## config.mk

```make
export PLATFORM = sky130hd
export DESIGN_NAME = encoder_button_i2c_report
export DESIGN_NICKNAME = d
export VERILOG_FILES = /design/src/design/ebr_pkg.sv /design/src/design/ebr_encoder.sv /design/src/design/ebr_report.sv /design/src/design/encoder_button_i2c_report.sv
export SDC_FILE = /design/constraint.sdc
export NUM_CORES = 1
export LEC_CHECK = 0
export BUFFER_PORTS_ARGS = -buffer_cell sky130_fd_sc_hd__buf_2
export CAP_MARGIN = 15
export CORE_AREA = 10 10 159 161
export DETAILED_ROUTE_END_ITERATION = 7
export DIE_AREA = 0 0 169 171
export PLACE_DENSITY = 0.66
export SLEW_MARGIN = 0
export SYNTH_ARGS = -nofsm -noshare
export SYNTH_HDL_FRONTEND = slang
export SYNTH_SLANG_ARGS = --single-unit
```

## constraint.sdc

```tcl
create_clock -name clock -period 8.3 [get_ports clock]
set_input_delay 0 -clock clock [delete_from_list [all_inputs] [get_ports clock]]
set_output_delay 0 -clock clock [all_outputs]
set_load 0.005 [all_outputs]
```

## src/design/ebr_pkg.sv

```systemverilog
// Shared types, constants and the quadrature direction function for the
// encoder/button report block. No dependencies.
package ebr_pkg;

   localparam int CMD_W        = 3;
   localparam int AB_W         = 2;
   localparam int BTN_W        = 3;
   localparam int BYTE_W       = 8;
   localparam int DEBOUNCE_W   = 10;
   localparam int IDLE_W       = 11;
   localparam int BUTTONS_DEF  = 5;
   localparam int REPORT_BYTES = 12;
   localparam int INDEX_W      = $clog2(REPORT_BYTES + 1);

   localparam logic [DEBOUNCE_W-1:0] DEBOUNCE_RESET = DEBOUNCE_W'(100);
   localparam logic [IDLE_W-1:0]     IDLE_MAX       = {IDLE_W{1'b1}};
   localparam logic [BYTE_W-1:0]     PAST_END_BYTE  = 8'hFF;

   typedef enum logic [CMD_W-1:0] {
      CMD_TICK   = 3'd0,
      CMD_SAMPLE = 3'd1,
      CMD_PRESS  = 3'd2,
      CMD_HOLD   = 3'd3,
      CMD_MATCH  = 3'd4,
      CMD_READ   = 3'd5
   } ebr_command_type;

   // One decoded event, valid for the cycle in which the item is processed.
   typedef struct packed {
      logic              tick;
      logic              sample;
      logic              press;
      logic              hold;
      logic              match;
      logic              read;
      logic              error;
      logic [AB_W-1:0]   ab;
      logic [BTN_W-1:0]  button;
      logic [BYTE_W-1:0] error_bits;
   } ebr_event_type;

   // Gray step: +1 forward, -1 backward, 0 for no change or a double jump.
   function automatic logic signed [1:0] gray_dir(input logic [AB_W-1:0] from,
                                                  input logic [AB_W-1:0] to);
      logic signed [1:0] dir;
      begin
         case ({from, to})
            4'b0001, 4'b0111, 4'b1000, 4'b1110: dir = 2'sd1;
            4'b0010, 4'b0100, 4'b1011, 4'b1101: dir = -2'sd1;
            default:                            dir = 2'sd0;
         endcase
         return dir;
      end
   endfunction

endpackage

```

## src/design/ebr_encoder.sv

```systemverilog
// Quadrature decoder: phase, saturating step count, idle tick counter and
// the debounce register. Depends on ebr_pkg.
module ebr_encoder (
   input  logic                           clock,
   input  logic                           reset,
   input  ebr_pkg::ebr_event_type         ev,
   input  logic                           snap_take,
   input  logic                           csr_write_enable,
   input  logic [ebr_pkg::DEBOUNCE_W-1:0] csr_write_data,
   output logic [ebr_pkg::BYTE_W-1:0]     whole_steps
);
   import ebr_pkg::*;

   logic [AB_W-1:0]        phase_ff, phase_in;
   logic signed [7:0]      step_ff, step_in;
   logic [IDLE_W-1:0]      idle_ff, idle_in;
   logic [DEBOUNCE_W-1:0]  debounce_ff, debounce_in;

   logic signed [7:0]      base;
   logic signed [8:0]      sum;
   logic signed [7:0]      whole;
   logic signed [7:0]      remainder;

   // Division by 4 rounding toward zero; remainder keeps the sign.
   always_comb begin
      whole     = step_ff >>> 2;
      if (step_ff[7] && (step_ff[1:0] != 2'b00)) begin
         whole = whole + 8'sd1;
      end
      remainder = step_ff - (whole <<< 2);
   end

   assign whole_steps = whole;

   always_comb begin
      base = step_ff;
      if ((idle_ff > {1'b0, debounce_ff}) && (step_ff > -8'sd4) && (step_ff < 8'sd4)) begin
         base = 8'sd0;
      end
      sum = 9'(base) + 9'(gray_dir(phase_ff, ev.ab));
   end

   always_comb begin
      phase_in    = phase_ff;
      step_in     = step_ff;
      idle_in     = idle_ff;
      debounce_in = csr_write_enable ? csr_write_data : debounce_ff;
      if (ev.tick && (idle_ff < IDLE_MAX)) begin
         idle_in = idle_ff + IDLE_W'(1);
      end
      if (ev.sample) begin
         phase_in = ev.ab;
         idle_in  = '0;
         if (sum > 9'sd127) begin
            step_in = 8'sd127;
         end else if (sum < -9'sd128) begin
            step_in = -8'sd128;
         end else begin
            step_in = sum[7:0];
         end
      end
      if (snap_take) begin
         step_in = remainder;
      end
   end

   always_ff @(posedge clock) begin
      if (reset) begin
         phase_ff    <= '0;
         step_ff     <= '0;
         idle_ff     <= '0;
         debounce_ff <= DEBOUNCE_RESET;
      end else begin
         phase_ff    <= phase_in;
         step_ff     <= step_in;
         idle_ff     <= idle_in;
         debounce_ff <= debounce_in;
      end
   end

endmodule

```

## src/design/ebr_report.sv

```systemverilog
// Button counters, bus status, report snapshot and read index; produces the
// byte for a read event. Depends on ebr_pkg.
module ebr_report #(
   parameter int BUTTONS = ebr_pkg::BUTTONS_DEF
) (
   input  logic                       clock,
   input  logic                       reset,
   input  ebr_pkg::ebr_event_type     ev,
   input  logic [ebr_pkg::BYTE_W-1:0] whole_steps,
   output logic                       snap_take,
   output logic [ebr_pkg::BYTE_W-1:0] read_byte
);
   import ebr_pkg::*;

   logic [BYTE_W-1:0]  press_ff [BUTTONS];
   logic [BYTE_W-1:0]  press_in [BUTTONS];
   logic [BYTE_W-1:0]  hold_ff  [BUTTONS];
   logic [BYTE_W-1:0]  hold_in  [BUTTONS];
   logic [BYTE_W-1:0]  snap_ff  [REPORT_BYTES];
   logic [BYTE_W-1:0]  snap_in  [REPORT_BYTES];
   logic [BYTE_W-1:0]  status_ff, status_in;
   logic [INDEX_W-1:0] index_ff, index_in;

   assign snap_take = ev.read && (index_ff == '0);

   // Byte 0 is always the live status at snapshot time.
   always_comb begin
      if (snap_take) begin
         read_byte = status_ff;
      end else if (index_ff < INDEX_W'(REPORT_BYTES)) begin
         read_byte = snap_ff[index_ff[$clog2(REPORT_BYTES)-1:0]];
      end else begin
         read_byte = PAST_END_BYTE;
      end
   end

   always_comb begin
      status_in = ev.error ? (status_ff | ev.error_bits) : status_ff;
      index_in  = index_ff;
      if (ev.error || ev.match) begin
         index_in = '0;
      end else if (ev.read && (index_ff < INDEX_W'(REPORT_BYTES))) begin
         index_in = index_ff + INDEX_W'(1);
      end
   end

   always_comb begin
      for (int i = 0; i < BUTTONS; i++) begin
         press_in[i] = press_ff[i];
         hold_in[i]  = hold_ff[i];
         if (snap_take) begin
            press_in[i] = '0;
            hold_in[i]  = '0;
         end else begin
            if (ev.press && (ev.button == BTN_W'(i))) begin
               press_in[i] = press_ff[i] + BYTE_W'(1);
            end
            if (ev.hold && (ev.button == BTN_W'(i))) begin
               hold_in[i] = hold_ff[i] + BYTE_W'(1);
            end
         end
      end
   end

   // Snapshot layout: status, whole steps, press counters, hold counters.
   always_comb begin
      for (int k = 0; k < REPORT_BYTES; k++) begin
         snap_in[k] = snap_ff[k];
         if (snap_take) begin
            if (k == 0) begin
               snap_in[k] = status_ff;
            end else if (k == 1) begin
               snap_in[k] = whole_steps;
            end else if (k - 2 < BUTTONS) begin
               snap_in[k] = press_ff[k-2];
            end else if (k - 2 - BUTTONS < BUTTONS) begin
               snap_in[k] = hold_ff[k-2-BUTTONS];
            end else begin
               snap_in[k] = '0;
            end
         end
      end
   end

   always_ff @(posedge clock) begin
      if (reset) begin
         status_ff <= '0;
         index_ff  <= '0;
         for (int i = 0; i < BUTTONS; i++) begin
            press_ff[i] <= '0;
            hold_ff[i]  <= '0;
         end
      end else begin
         status_ff <= status_in;
         index_ff  <= index_in;
         for (int i = 0; i < BUTTONS; i++) begin
            press_ff[i] <= press_in[i];
            hold_ff[i]  <= hold_in[i];
         end
      end
   end

   always_ff @(posedge clock) begin
      for (int k = 0; k < REPORT_BYTES; k++) begin
         snap_ff[k] <= snap_in[k];
      end
   end

endmodule

```

## src/design/encoder_button_i2c_report.sv

```systemverilog
// Top level of the encoder/button report block: input register, event
// decode and result register. Depends on ebr_pkg, ebr_encoder, ebr_report.
//
// Usage:
//  - req_* carries one event per item: tick, encoder sample, press, hold,
//    address match or read byte; req_bus_error set makes it a bus error.
//  - rsp_* returns one item for each read byte event and nothing for the
//    other events. rsp_read_valid is always 1 on a returned item.
//  - csr_write_enable/csr_write_data set debounce_ms; write only when idle.
// Timing:
//  - An accepted item sits in the input register and is processed there;
//    a read's byte is then loaded into the result register, which drives
//    rsp_valid.
//  - One item per cycle sustained while no read waits on a held result; every
//    event is a single register update on the input-to-result path.
// Stall:
//  - When rsp_ready is low and a result is held, a further read event waits
//    in the input register; req_ready drops only then. Non-read events keep
//    flowing past a held result.
// Reset:
//  - Synchronous, active high. Clears counters, status, read index and the
//    channel valids; debounce_ms returns to 100.
module encoder_button_i2c_report #(
   parameter int BUTTONS = ebr_pkg::BUTTONS_DEF
) (
   input  logic                           clock,
   input  logic                           reset,
   input  logic                           req_valid,
   output logic                           req_ready,
   input  logic [ebr_pkg::CMD_W-1:0]      req_command,
   input  logic [ebr_pkg::AB_W-1:0]       req_encoder_ab,
   input  logic [ebr_pkg::BTN_W-1:0]      req_button_index,
   input  logic                           req_bus_error,
   input  logic [ebr_pkg::BYTE_W-1:0]     req_error_bits,
   output logic                           rsp_valid,
   input  logic                           rsp_ready,
   output logic [ebr_pkg::BYTE_W-1:0]     rsp_read_data,
   output logic                           rsp_read_valid,
   input  logic                           csr_write_enable,
   input  logic [ebr_pkg::DEBOUNCE_W-1:0] csr_write_data
);
   import ebr_pkg::*;

   // Input register
   logic               in_valid_ff, in_valid_in;
   logic [CMD_W-1:0]   cmd_ff;
   logic [AB_W-1:0]    ab_ff;
   logic [BTN_W-1:0]   btn_ff;
   logic               err_ff;
   logic [BYTE_W-1:0]  ebits_ff;

   // Result register
   logic               rsp_valid_ff, rsp_valid_in;
   logic [BYTE_W-1:0]  rsp_data_ff;

   logic               produces;
   logic               advance;
   logic               snap_take;
   logic [BYTE_W-1:0]  whole_steps;
   logic [BYTE_W-1:0]  read_byte;
   ebr_event_type      ev;

   assign produces  = !err_ff && (cmd_ff == CMD_READ);
   // Only a read needs room in the result register.
   assign advance   = in_valid_ff && (!produces || !rsp_valid_ff || rsp_ready);
   assign req_ready = !in_valid_ff || advance;

   always_comb begin
      ev            = '0;
      ev.ab         = ab_ff;
      ev.button     = btn_ff;
      ev.error_bits = ebits_ff;
      if (advance) begin
         if (err_ff) begin
            ev.error = 1'b1;
         end else begin
            case (cmd_ff)
               CMD_TICK:   ev.tick   = 1'b1;
               CMD_SAMPLE: ev.sample = 1'b1;
               CMD_PRESS:  ev.press  = 1'b1;
               CMD_HOLD:   ev.hold   = 1'b1;
               CMD_MATCH:  ev.match  = 1'b1;
               CMD_READ:   ev.read   = 1'b1;
               default:    ev        = ev;
            endcase
         end
      end
   end

   ebr_encoder u_encoder (
      .clock            (clock),
      .reset            (reset),
      .ev               (ev),
      .snap_take        (snap_take),
      .csr_write_enable (csr_write_enable),
      .csr_write_data   (csr_write_data),
      .whole_steps      (whole_steps)
   );

   ebr_report #(
      .BUTTONS (BUTTONS)
   ) u_report (
      .clock       (clock),
      .reset       (reset),
      .ev          (ev),
      .whole_steps (whole_steps),
      .snap_take   (snap_take),
      .read_byte   (read_byte)
   );

   always_comb begin
      in_valid_in = in_valid_ff;
      if (req_valid && req_ready) begin
         in_valid_in = 1'b1;
      end else if (advance) begin
         in_valid_in = 1'b0;
      end
      rsp_valid_in = rsp_valid_ff;
      if (ev.read) begin
         rsp_valid_in = 1'b1;
      end else if (rsp_ready) begin
         rsp_valid_in = 1'b0;
      end
   end

   always_ff @(posedge clock) begin
      if (reset) begin
         in_valid_ff  <= 1'b0;
         rsp_valid_ff <= 1'b0;
      end else begin
         in_valid_ff  <= in_valid_in;
         rsp_valid_ff <= rsp_valid_in;
      end
   end

   always_ff @(posedge clock) begin
      if (req_valid && req_ready) begin
         cmd_ff   <= req_command;
         ab_ff    <= req_encoder_ab;
         btn_ff   <= req_button_index;
         err_ff   <= req_bus_error;
         ebits_ff <= req_error_bits;
      end
      if (ev.read) begin
         rsp_data_ff <= read_byte;
      end
   end

   assign rsp_valid      = rsp_valid_ff;
   assign rsp_read_data  = rsp_data_ff;
   assign rsp_read_valid = 1'b1;

endmodule

```

==> results.ini <==
[floorplanning]
dieArea_um2 = 28900
fp.dieW_um = 169
core_area_um2 = 22200
io_pins = 43
rows = 55
initial_core_util = 0.490
fp.dieH_um = 171

[power_and_ir_drop]
peakVddDrop_mv = 0.163
p_per_area_nw_per_um2 = 201
leakage_nw = 4.72

[run]
drv_cap = 0

[cts]
cts.htree.levels = 1
root_buffer = clkbuf_16
cts.sinks = 249
clkSlewWorstSetupHoldPaths_ns = 0.06
cts_tree = built
clockBufferDepth = 3
post_cts_buffers = 0
cts_buffers = 27
clock_latency_ns = 0.54

[yosys]
ys_ff_latch = 249
yosys_warnings = 0
avgSynthCellArea_um2 = 11.8
synthCells = 922
syn-num-nets = 998
synth_edf_count = 120
postSynth.asyncResetShare = 0
synth.distinct_cells = 62
seq_area_frac_synth = 0.568
synthFlopType = dfxtp_1
syn_area_um2 = 10900

[sta]
setup_tns_ns = 0
hold_viol = 0
period_needed_ns = 4.14
worst_slew_pin_slew_ns = 0.899
hold_ws_ns = 0.171
finalCritPeriodShare = 0.499
drv_slew = 0
slew_headroom = 0.400
skew_ns = 0.0108
fmax_mhz = 242
rsz0062_at_grt = no
setup_viol = 0

[cells_and_area]
mostFrequentLayoutCell = nor2_1
diodes = 0
layout.nets = 1097
syn2layout_area_growth_pct = 17.2
layout-drive-gt1-share = 0.136
stdcell_count = 1327
layout_common_cells = nor2_1, dfxtp_1, edfxtp_1

[worst_hold_path]
hold_end = btn_ff[0]
whs_path_depth = 2
min-delay-start = req_button_index[0]
hold_path.class = in -> reg

[global_route]
grt_pass1_vias = 6999
grt_pass1_wl_um = 36900
grt_max_degree = 81
antenna_found_initial = 0
grt_usage = 0.158
gr-total-overflow = 0

[place]
dp_hpwl_um = 15400
port_buffers = 41
gp_congestion = 0.869
dpl.cell_count = 1224

[detailed_routing]
dr.first_iter.drc_count = 425
drcViolationCount = 0
dr.pass1.iters = 7
wirelength_um = 23200
viasPerCell = 5.38
wl_per_cell_um = 17.5
ant_nets = 0
num_vias = 7142

[critical_path]
path_common_cell = a21oi_1
cp.arrival_ns = 4.52
r2r_cells = 7
r2r_start = err_ff
crit_type = reg -> reg
r2r-end = rsp_read_data[1]
cp-end-kind = flop
crit_required_ns = 8.68
crit_slowest_cell = buf_4
crit_chain = nor3b_2 -> and4_1 -> nand3_1 -> inv_4 -> buf_4 -> a21oi_1 -> a21oi_1
r2r_slack_ns = 4.16
max_stage_delay_ns = 0.79
worst_setup_path_start_kind = flop
path_max_fanout = 70

[run_status]
outcome = finished, final reports clean

layer usage:
metal  routed length [um]  share of wire  global-route usage  up-vias
li1                     -              -                   -     3512
met4                  537          0.023              0.0492        0
met1                10300           0.45               0.195     3453
met2                11400           0.49               0.275      137
met3                  904          0.039              0.0266       40
met5                    0              0                   0        -
registers in the layout (all words and copies together), names as in the netlist, 2 cells and up, named ones only:
| signal | count |
|---|---|
| u_report.snap_ff | 95 |
| u_encoder.debounce_ff | 10 |
| rsp_read_data | 8 |
| ab_ff | 2 |
| u_encoder.phase_ff | 2 |
| cmd_ff | 3 |
| u_report.index_ff | 4 |
| btn_ff | 3 |
| u_encoder.idle_ff | 11 |
| ebits_ff | 8 |
| u_report.press_ff | 40 |
| u_report.hold_ff | 40 |
| u_report.status_ff | 8 |
| u_encoder.step_ff | 8 |
per-stage QoR:
stage	worst slack (ns)	utilization	instance area, um^2	total power, mW
2_1_floorplan	4.89	-	10900	1.38
3_3_place_gp	4.35	0.512	11400	1.40
6_report	4.16	0.575	12800	2.56
4_1_cts	4.17	0.575	12800	2.59
3_5_place_dp	4.18	0.512	11400	1.41
5_1_grt	3.84	0.575	12800	2.65
Yosys cell counts, types with 6 or more instances:
cell,n,area [um^2]
mux4_2,25,563
ha_1,42,526
mux2i_1,28,280
dfxtp_1,129,2580
buf_2,12,60.1
nor2_2,6,37.5
nand2_1,50,188
nor2_1,134,503
xor2_1,57,499
edfxtp_1,120,3600
o21ai_0,22,110
inv_1,31,116
and3_1,13,81.3
clkbuf_1,13,48.8
mux2_2,9,101
and4_1,8,70.1
nand3_1,18,90.1
a211oi_1,7,52.6
or3_1,12,75.1
nand4_1,30,188
xnor2_1,24,210
nor2b_1,11,68.8
a21oi_1,52,260
o211ai_1,7,52.6
layout make-up:
class / count / area [um^2]
inverters: 32 / 123
clock inverters: 7 / 73.8
multi-input cells: 613 / 4470
well taps: 285 / 357
clock buffers: 43 / 796
fillers: 1809 / 9460
repair buffers: 98 / 766
flip-flops and latches: 249 / 6190
where the power goes:
group	internal (mW)	switching, mW	total (mW)	leakage, nW
Clock	0.689	0.472	1.16	0.429
Sequential	1.29	0.0115	1.30	2.17
Combinational	0.0464	0.0509	0.0973	2.12
cells by family (layout without fill, tap and decap cells):
family	Yosys count	in the layout	synth area share
AO/OA/AOI/OAI	116	116	0.0629
XOR/XNOR	81	81	0.0651
adder cells (fa/ha/maj)	44	44	0.0519
AND/OR/NAND/NOR	309	309	0.143
flip-flops	249	249	0.568
other	1	1	0.000344
buffers and inverters	60	180	0.0224
multiplexers	62	62	0.0867
critical path, delay by kind of cell, from the launching register on:
kind / cells / cell delay [ns]
buf+inv: 2 / 1.36
flops: 1 / 0.45
compound gates: 2 / 0.58
simple gates: 3 / 1.57
worst max path at each step:
| stage | from | endpoint | cells after the start |
|---|---|---|---|
| final | err_ff | rsp_read_data[1] | 7 |
| after detailed placement | err_ff | rsp_read_data[1] | 7 |
| after CTS | err_ff | rsp_read_data[3] | 7 |
| after global placement | err_ff | rsp_read_data[6] | 7 |
| after global routing | err_ff | rsp_read_data[6] | 7 |
| after floorplan | u_encoder.idle_ff[1] | u_encoder.step_ff[3] | 16 |
what timing repair did:
action | in CTS | in global routing
hold buffers | 53 | 0
endpoints found under the hold margin | 41 | 0
resized for setup | 0 | 0
(Power assumes the default switching activity.)
